`config.mk`:
```
export PLATFORM = sky130hd
export DESIGN_NAME = mfb_ctrl
export DESIGN_NICKNAME = d
export VERILOG_FILES = /design/src/hw/rtl/mfb_pkg.sv /design/src/hw/rtl/mfb_ctrl.sv
export SDC_FILE = /design/constraint.sdc
export NUM_CORES = 1
export LEC_CHECK = 0
export BUFFER_PORTS_ARGS = -buffer_cell sky130_fd_sc_hd__buf_2
export CAP_MARGIN = 25
export CORE_AREA = 3 3 40 42
export DETAILED_ROUTE_END_ITERATION = 7
export DIE_AREA = 0 0 43 45
export PLACE_DENSITY = 0.54
export SETUP_SLACK_MARGIN = 0.1
export SKIP_CTS_REPAIR_TIMING = 1
export SLEW_MARGIN = 20
export SYNTH_ARGS = -nofsm -noshare
export SYNTH_HDL_FRONTEND = slang
export SYNTH_SLANG_ARGS = --single-unit
```
`constraint.sdc`:
```
create_clock -name clk_i -period 1.29 [get_ports clk_i]
set_input_delay 0.3225 -clock clk_i [delete_from_list [all_inputs] [get_ports clk_i]]
set_output_delay 0.3225 -clock clk_i [all_outputs]
set_load 0.005 [all_outputs]
```
`src/hw/rtl/mfb_pkg.sv`:
```
// ============================================================================
// mfb_pkg: shared types and constants for the framebuffer refresh block
// Field widths, serial protocol bytes, opcode codes, controller states and
// the command and status bundles between controller and datapath.
// ============================================================================
package mfb_pkg;

  // Default geometry of the store.
  localparam int ROWS_DEF          = 64;
  localparam int BYTES_PER_ROW_DEF = 16;

  // Row stride of the store in bytes and the column index width it implies.
  localparam int STRIDE = 16;
  localparam int COL_W  = $clog2(STRIDE);

  // Payload field widths.
  localparam int OP_W   = 2;
  localparam int X_W    = 7;
  localparam int Y_W    = 6;
  localparam int VAL_W  = 8;
  localparam int BYTE_W = 8;
  localparam int WORD_W = 24;

  // Row cursor width and the half-screen split used by row addressing.
  localparam int ROW_W     = 6;
  localparam int HALF_ROWS = 32;
  localparam int HALF_W    = $clog2(HALF_ROWS);

  // Serial protocol bytes.
  localparam logic [BYTE_W-1:0] SYNC_CMD  = 8'hF8;
  localparam logic [BYTE_W-1:0] SYNC_DATA = 8'hFA;
  localparam logic [BYTE_W-1:0] NIB_MASK  = 8'hF0;
  localparam logic [BYTE_W-1:0] ROW_CMD   = 8'h80;
  localparam logic [BYTE_W-1:0] BANK_LO   = 8'h80;
  localparam logic [BYTE_W-1:0] BANK_HI   = 8'h88;

  // Leftmost pixel of a byte sits in the top bit.
  localparam logic [BYTE_W-1:0] PIX_MSB = 8'h80;

  typedef enum logic [OP_W-1:0] {
    OP_DRAW  = 2'd0,
    OP_CLEAR = 2'd1,
    OP_SEND  = 2'd2,
    OP_NOP   = 2'd3
  } opcode_e;

  typedef enum logic [2:0] {
    ST_CLEAR,
    ST_IDLE,
    ST_PIX_WR,
    ST_SEND_CMD0,
    ST_SEND_CMD1,
    ST_SEND_RD,
    ST_SEND_DATA
  } state_e;

  typedef enum logic [1:0] {
    SEL_CMD0,
    SEL_CMD1,
    SEL_DATA
  } out_sel_e;

  // Controller to datapath.
  typedef struct packed {
    logic     cap_en;
    logic     rd_en;
    logic     rd_send;
    logic     wr_en;
    logic     wr_zero;
    logic     sweep_step;
    logic     byte_step;
    logic     out_load;
    out_sel_e out_sel;
    logic     cursor_adv;
  } ctrl_cmd_t;

  // Datapath to controller.
  typedef struct packed {
    opcode_e in_op;
    logic    draw_ok;
    logic    sweep_last;
    logic    byte_last;
    logic    out_free;
  } ctrl_sts_t;

endpackage

```
`src/hw/rtl/mfb_ctrl.sv`:
```
// ============================================================================
// mfb_ctrl: sequencing controller of the framebuffer refresh block
// Decodes request beats and steps the datapath through the clearing sweep,
// the pixel read-modify-write and the row transfer sequence.
// ============================================================================
module mfb_ctrl (
  input  logic                  clk_i,
  input  logic                  rst_ni,
  input  logic                  in_valid_i,
  output logic                  in_ready_o,
  input  mfb_pkg::ctrl_sts_t    sts_i,
  output mfb_pkg::ctrl_cmd_t    cmd_o
);

  mfb_pkg::state_e state_q, state_d;

  // State register; reset starts with a sweep that zeroes the store.
  always_ff @(posedge clk_i or negedge rst_ni) begin
    if (!rst_ni) begin
      state_q <= mfb_pkg::ST_CLEAR;
    end else begin
      state_q <= state_d;
    end
  end

  // Next state.
  always_comb begin
    state_d = state_q;
    case (state_q)
      mfb_pkg::ST_CLEAR: begin
        if (sts_i.sweep_last) state_d = mfb_pkg::ST_IDLE;
      end
      mfb_pkg::ST_IDLE: begin
        if (in_valid_i) begin
          case (sts_i.in_op)
            mfb_pkg::OP_DRAW:  state_d = sts_i.draw_ok ? mfb_pkg::ST_PIX_WR : mfb_pkg::ST_IDLE;
            mfb_pkg::OP_CLEAR: state_d = mfb_pkg::ST_CLEAR;
            mfb_pkg::OP_SEND:  state_d = mfb_pkg::ST_SEND_CMD0;
            default:           state_d = mfb_pkg::ST_IDLE;
          endcase
        end
      end
      mfb_pkg::ST_PIX_WR: begin
        state_d = mfb_pkg::ST_IDLE;
      end
      mfb_pkg::ST_SEND_CMD0: begin
        if (sts_i.out_free) state_d = mfb_pkg::ST_SEND_CMD1;
      end
      mfb_pkg::ST_SEND_CMD1: begin
        if (sts_i.out_free) state_d = mfb_pkg::ST_SEND_RD;
      end
      mfb_pkg::ST_SEND_RD: begin
        state_d = mfb_pkg::ST_SEND_DATA;
      end
      mfb_pkg::ST_SEND_DATA: begin
        if (sts_i.out_free) begin
          state_d = sts_i.byte_last ? mfb_pkg::ST_IDLE : mfb_pkg::ST_SEND_RD;
        end
      end
      default: state_d = mfb_pkg::ST_CLEAR;
    endcase
  end

  // Commands to the datapath.
  always_comb begin
    in_ready_o = 1'b0;
    cmd_o      = '0;
    cmd_o.out_sel = mfb_pkg::SEL_DATA;
    case (state_q)
      mfb_pkg::ST_CLEAR: begin
        cmd_o.wr_en      = 1'b1;
        cmd_o.wr_zero    = 1'b1;
        cmd_o.sweep_step = 1'b1;
      end
      mfb_pkg::ST_IDLE: begin
        // The store byte under the pixel is read while the beat is taken.
        in_ready_o   = 1'b1;
        cmd_o.cap_en = in_valid_i;
        cmd_o.rd_en  = in_valid_i;
      end
      mfb_pkg::ST_PIX_WR: begin
        cmd_o.wr_en = 1'b1;
      end
      mfb_pkg::ST_SEND_CMD0: begin
        cmd_o.out_load = sts_i.out_free;
        cmd_o.out_sel  = mfb_pkg::SEL_CMD0;
      end
      mfb_pkg::ST_SEND_CMD1: begin
        cmd_o.out_load = sts_i.out_free;
        cmd_o.out_sel  = mfb_pkg::SEL_CMD1;
      end
      mfb_pkg::ST_SEND_RD: begin
        cmd_o.rd_en   = 1'b1;
        cmd_o.rd_send = 1'b1;
      end
      mfb_pkg::ST_SEND_DATA: begin
        cmd_o.out_load   = sts_i.out_free;
        cmd_o.out_sel    = mfb_pkg::SEL_DATA;
        cmd_o.byte_step  = sts_i.out_free;
        cmd_o.cursor_adv = sts_i.out_free && sts_i.byte_last;
      end
      default: begin
        cmd_o = '0;
      end
    endcase
  end

endmodule

```
After elaboration in Yosys (flattened, before gate mapping). Cells that the tools add are included.

Flip-flop bits (word level): 3. Output and inout bits: 12.

Reduce and logical (&&, ||, !) cells: 6. Equality and inequality tests: 13. Multiplexer cells: 18.

Operators by type and width (count): case mux 3 bit (7 select lines) (1); 2-to-1 mux 3 bit (6); case mux 3 bit (4 select lines) (1); != test 2 bit, second input constant (5); equality test 3 bit, second input constant (3); equality test 3 x 2 -> 1 bit, second input constant (2); 2-to-1 mux 1 bit (6); case mux 2 bit (3 select lines) (1); AND reduction 5 bit (1); 2-to-1 mux 2 bit (2); OR reduction 4 bit (1); equality test 3 x 1 -> 1 bit, second input constant (1); logical NOT 3 bit (1); equality test 2 x 1 -> 1 bit, second input constant (1); equality test 2 bit, second input constant (1); logical NOT 2 bit (1); case mux 1 bit (2 select lines) (1); OR reduction 2 bit (1); logical AND 1 bit (1).

Longest topological paths before layout. Gate-level depths: netlist of the first run.

Depth in word-level cells: 4. Mapped depth: 4. Depth with buffers taken out: 3.

Least setup slack after synthesis of the first run. Ideal clock, no wire load.

Path kind: reg-to-output. Start: register state_q[2]. End: output port cmd_o[0] (netlist bit). Data arrival time: 959 ps. Path buffers: 1. Path slack: 8 ps. Stages on the path, launching flop included: 5. Required time: 967 ps. Cell sequence: dfrtp_1 -> buf_6 -> and2b_1 -> and3_4 -> and2_4.

RTL lines: start: declaration (RTL line mfb_ctrl.sv:15) `mfb_pkg::state_e state_q, state_d;`; start signal: assignment (RTL line mfb_ctrl.sv:20) `state_q <= mfb_pkg::ST_CLEAR;`; start signal: assignment (RTL line mfb_ctrl.sv:22) `state_q <= state_d;`; end: declaration (RTL line mfb_ctrl.sv:12) `output mfb_pkg::ctrl_cmd_t cmd_o`.

==> results of run 1 <==
## logic make-up after synthesis
family	share of synthesized area, %
AOI/OAI and AO/OA	23.4
and+or+nand+nor	38.1
buffers and inverters	13.9
DFF	24.6
## Yosys cell counts (all sizes together)
library cell	count	area [µm²]
inv	3	11.3
nand2b	3	26.3
o2bb2ai	1	8.76
nor3	3	15.0
o21a	1	7.51
and2b	1	7.51
a21oi	5	25.0
nor4	2	18.8
a21o	2	15.0
and3	2	17.5
o31a	1	8.76
buf	4	31.3
nor2	6	22.5
o22ai	1	6.26
dfrtp	3	75.1
and2	1	8.76
## how the worst max path moves through the flow
stage          slack [ps]       end  depth (start not counted)                    from
2_1_floorplan          40  cmd_o[0]                          4  state_q[2]$_DFFE_PN0P_
3_3_place_gp            6  cmd_o[3]                          4  state_q[0]$_DFFE_PN0P_
3_5_place_dp         -0.4  cmd_o[0]                          4  state_q[2]$_DFFE_PN0P_
4_1_cts              -260  cmd_o[0]                          4  state_q[2]$_DFFE_PN0P_
5_1_grt              -300  cmd_o[3]                          4  state_q[0]$_DFFE_PN0P_
6_report             -240  cmd_o[0]                          4  state_q[2]$_DFFE_PN0P_
## metal layers
metal  vias to the layer above  part of all wire (%)  track usage [%]
met5                         -                     0                0
met2                        19                    44             15.6
li1                        199                     -                -
met3                         3                    10             4.78
met4                         0                   1.6             5.42
met1                       166                    44             11.8
## final cells by class
cell class	instances	share of cell area, %
multi-input cells	29	41.5
repair buffers	32	35.3
flip-flops and latches	3	13.3
clock buffers	4	4.66
well taps	15	3.33
inverters	3	2.00
## metrics by stage
stage / setup TNS, ps / instances
after floorplan: 0 / 39
after global placement: 0 / 80
after detailed placement: -0.369 / 80
after CTS: -2420 / 84
after global routing: -2870 / 86
final: -2110 / 86
## where the power goes
group | total [mW] | switching (mW) | internal, mW
combinational | 0.891 | 0.404 | 0.487
sequential | 0.173 | 0.0371 | 0.136
clock | 0.165 | 0.0496 | 0.116
total | 1.23 | 0.491 | 0.739
==> qor.txt, run 1 <==
Post-Syn Nets = 48
Avg WL per Cell = 10.0 µm
Worst skew pair latency = 240 ps
Syn Inst Count = 39
FF-to-FF path depth = 6
Vias in the first global route = 351
I/O pins = 21
Slowest cell on crit path = dfrtp_1
Global-route wire length before repair = 1440 µm
Setup Skew = 4.73 ps
Fin Hold WS = 408 ps
Synthesized cell area = 305 µm²
Largest reg by FF count = state_q
Final Core Density = 43.9%
Port bufs = 20
Crit path cell chain = and2b_1 -> and3_4 -> and2_4 -> buf_6
Register Area = 75.1 µm²
Via count = 387
Antenna violations before repair = 0
Max-slew violation count = 0
Power Dens Cells = 2180 mW/mm²
RR Startpoint = state_q[0]$_DFFE_PN0P_
Diodes inserted = 0
Area post-placement = 475 µm²
CP max FO = 4
Total track usage = 10.2%
Max-cap violations = 0
Status = finished with violations
Layout Area Growth over Synthesis = 84.8%
Area of the multi-input gates = 234 µm²
Synth cell types = 22
CP Buf/Inv Count = 1
Post-synthesis register bit count = 3
DIE AREA = 0.00194 mm²
TritonCTS clock tree = yes
Worst Setup Path Type = flop to primary output
Die height = 45 µm
Critical Path RT = 970 ps
WL final = 862 µm
Reg2reg end = state_q[0]$_DFFE_PN0P_
CTS root buffer = clkbuf_4
Worst slack at placement = -0.369 ps
Setup slack after layout = -243 ps
Fin area = 564 µm²
Die Wd = 43 µm
Via density per instance = 4.50
DRT iter0 DRCs = 2
Syn avg cell area = 7.83 µm²
Number of nets with antenna violations after routing = 0
LEAKAGE = 0.302 nW
Clk pin slew, worst setup/hold paths = 40 ps
Hold Path Class = primary input to async pin
Final Wtd Congestion = 0.728
Yosys warning total = 0
CP max stage delay = 400 ps
Layout cells sized above 1 = 66.2%
CP Capture Type = primary output
Length of the first detailed-routing pass in iterations = 4
Failing checks = negative setup slack
Fillers = 140
Max FFs per register = 3
IR drop worst, VDD = 1.05 mV
Num rows = 13
Post-layout minimum cycle time = 1530 ps
Arr. time, crit path = 1210 ps
DRC errors left = 0
Hold Vio Cnt, Final = 0
Commonest non-fill, non-tap cells in the layout = buf_2, buf_4, nor2_1
Total Power = 1.23 mW
Final setup viols = 12
Slew HR = 85.0%
Maximum buffer depth of the clock tree = 2
Largest net degree at the start of global routing = 7
Reg2Reg Setup Slack = 120 ps
H-tree depth = 1
Crit path launch type = flop
Starting Density = 23.8%
Seq/Total Area, Yosys = 24.6%
Final worst-path cycle share = 119%
Commonest non-fill, non-tap cell in the layout = buf_2
Num CTS Buffers = 3
RSZ-0062 raised after global routing = yes
DP Wirelength = 686 µm
Worst-Margin Slew = 223 ps
Gr ovfl total = 0
Total clock sinks = 3
Core area = 0.00128 mm²
F_max = 652 MHz
Largest regs = state_q x3
Family with the most delay on the worst path = simple AND/OR/NAND/NOR gates
Final #Nets = 81
Power figures use the tool's default switching activity.
==> run 2: changes to the inputs <==
- CORE_AREA: 3 3 40 42 -> 2 2 39 41
- DIE_AREA: 0 0 43 45 -> 0 0 41 43
- RECOVER_POWER: not set -> 100
- TNS_END_PERCENT: not set -> 5
==> run 2 against run 1 <==
  * The flow still finishes with violations (negative setup slack)
  * First-iteration DRC count rose to 2.5 times the previous value
  * Via count fell by 1.8%
  * Combinational power fell by 11%
  * Total power fell by 6.0%
  * Highest routed layer is now met3
==> qor.txt, run 2 (synthesized netlist as in run 1, its figures left out) <==
DRT iter0 DRCs = 5 (+3)
Fin Hold WS = 421 ps (+12.6 ps)
Arr. time, crit path = 1230 ps (+20 ps)
CP max stage delay = 410 ps (about the same)
Post-layout minimum cycle time = 1560 ps (+24.4 ps)
CP Capture Type = primary output
Die height = 43 µm (-4.4%)
Die Wd = 41 µm (-4.7%)
DRC errors left = 0 (unchanged)
Gr ovfl total = 0 (unchanged)
Final worst-path cycle share = 121% (+1.9 points)
Power Dens Cells = 2140 mW/mm² (-1.8%)
Reg2Reg Setup Slack = 100 ps (-20 ps)
Final setup viols = 12 (unchanged)
Length of the first detailed-routing pass in iterations = 4 (unchanged)
LEAKAGE = 0.290 nW (-4.0%)
Via density per instance = 4.47 (-0.65%)
RSZ-0062 raised after global routing = yes
H-tree depth = 1 (unchanged)
Max-cap violations = 0 (unchanged)
FF-to-FF path depth = 4 (-2)
Worst-Margin Slew = 258 ps (+35.3 ps)
Number of placed cells counting well taps = 80 (unchanged)
Largest regs = state_q x3
Layout Area Growth over Synthesis = 77.0%
Port bufs = 20 (unchanged)
Crit path launch type = flop
WL final = 852 µm (-1.2%)
Total track usage = 11.2% (+1.0 points)
Crit path cell chain = and2b_1 -> and3_4 -> and2_4 -> buf_6
Hold Vio Cnt, Final = 0 (unchanged)
Setup slack after layout = -267 ps (-24.4 ps)
Critical Path RT = 970 ps (about the same)
Num CTS Buffers = 3 (unchanged)
Clk pin slew, worst setup/hold paths = 40 ps (about the same)
Core area = 0.00138 mm² (+7.7%)
Global-route wire length before repair = 1260 µm (-12%)
Diodes inserted = 0 (unchanged)
Number of nets with antenna violations after routing = 0 (unchanged)
CTS root buffer = clkbuf_4
Max FFs per register = 3 (unchanged)
Starting Density = 22.1% (-1.7 points)
DIE AREA = 0.00176 mm² (-8.9%)
Final Core Density = 39.1% (-4.9 points)
Reg2reg end = state_q[0]$_DFFE_PN0P_
F_max = 642 MHz (-1.6%)
CP max FO = 4 (unchanged)
DP Wirelength = 640 µm (-6.7%)
Maximum buffer depth of the clock tree = 2 (unchanged)
Layout cells sized above 1 = 62.3% (-3.9 points)
Setup_tns = -1770 ps (+341 ps)
I/O pins = 21 (unchanged)
Via count = 380 (-1.8%)
Largest net degree at the start of global routing = 8 (+1)
CP Buf/Inv Count = 1 (unchanged)
Total Power = 1.16 mW (-6.0%)
Worst skew pair latency = 230 ps (about the same)
IR drop worst, VDD = 0.607 mV (-42%)
Hold Path Class = primary input to flop
Vias in the first global route = 319 (-9.1%)
Failing checks = negative setup slack
Num rows = 14 (+1)
Worst Setup Path Type = flop to primary output
Non-Filler Instances = 85 (-1.2%)
Antenna violations before repair = 0 (unchanged)
Max-slew violation count = 0 (unchanged)
Fillers = 154 (+10%)
Endpoint, Worst Hold = state_q[1]$_DFFE_PN0P_
Final Wtd Congestion = 0.785 (+7.9%)
Largest reg by FF count = state_q
Slowest cell on crit path = dfrtp_1
Family with the most delay on the worst path = simple AND/OR/NAND/NOR gates
RR Startpoint = state_q[0]$_DFFE_PN0P_
Fin area = 541 µm² (-4.2%)
Final #Nets = 79 (-2.5%)
Avg WL per Cell = 10.0 µm (about the same)
Commonest non-fill, non-tap cell in the layout = buf_2
Area post-placement = 467 µm² (-1.8%)
Setup Skew = 0.800 ps (-3.93 ps)
Hold_sp = sts_i[4]
Worst slack at placement = -15.1 ps (-14.7 ps)
Commonest non-fill, non-tap cells in the layout = buf_2, buf_4, nor2_1, a21oi_1, clkbuf_4
Total clock sinks = 3 (unchanged)
Status = finished with violations
TritonCTS clock tree = yes
Slew HR = 82.6% (-2.4 points)
Hold Crit Depth = 3
==> run 2: worst max-delay path by stage <==
stage | end | depth (start not counted) | start
2_1_floorplan | cmd_o[0] | 4 | state_q[2]$_DFFE_PN0P_
3_3_place_gp | cmd_o[2] | 5 | state_q[0]$_DFFE_PN0P_
3_5_place_dp | cmd_o[0] | 4 | state_q[0]$_DFFE_PN0P_
4_1_cts | cmd_o[0] | 4 | state_q[2]$_DFFE_PN0P_
5_1_grt | cmd_o[0] | 4 | state_q[0]$_DFFE_PN0P_
6_report | cmd_o[0] | 4 | state_q[2]$_DFFE_PN0P_
==> run 2: cell type report <==
type                    instances  area (µm²)  area share, %
multi-input cells              29         220           40.7
clock buffers                   4        26.3           4.86
inverters                       3        11.3           2.08
well taps                      16        20.0           3.70
flip-flops and latches          3        76.3           14.1
repair buffers                 30         186           34.5
==> run 2: metal layers <==
metal | global-route usage (%) | vias to the layer above | wire [µm]
li1 | - | 194 | -
met3 | 3.14 | 0 | 37
met2 | 15.9 | 12 | 452
met4 | 10.0 | 0 | 0
met1 | 12.6 | 174 | 363
met5 | 0 | - | 0
==> run 2: worst min-delay path: cells and delay by family <==
kind / cells / cell delay (ps)
AOI/OAI and AO/OA: 2 / 210
buffers and inverters: 1 / 90
==> run 2: power breakdown <==
group	internal, mW	total, mW	switching, mW
registers	0.138	0.192	0.0534
clock network	0.116	0.167	0.0511
logic	0.435	0.797	0.363
total	0.689	1.16	0.467
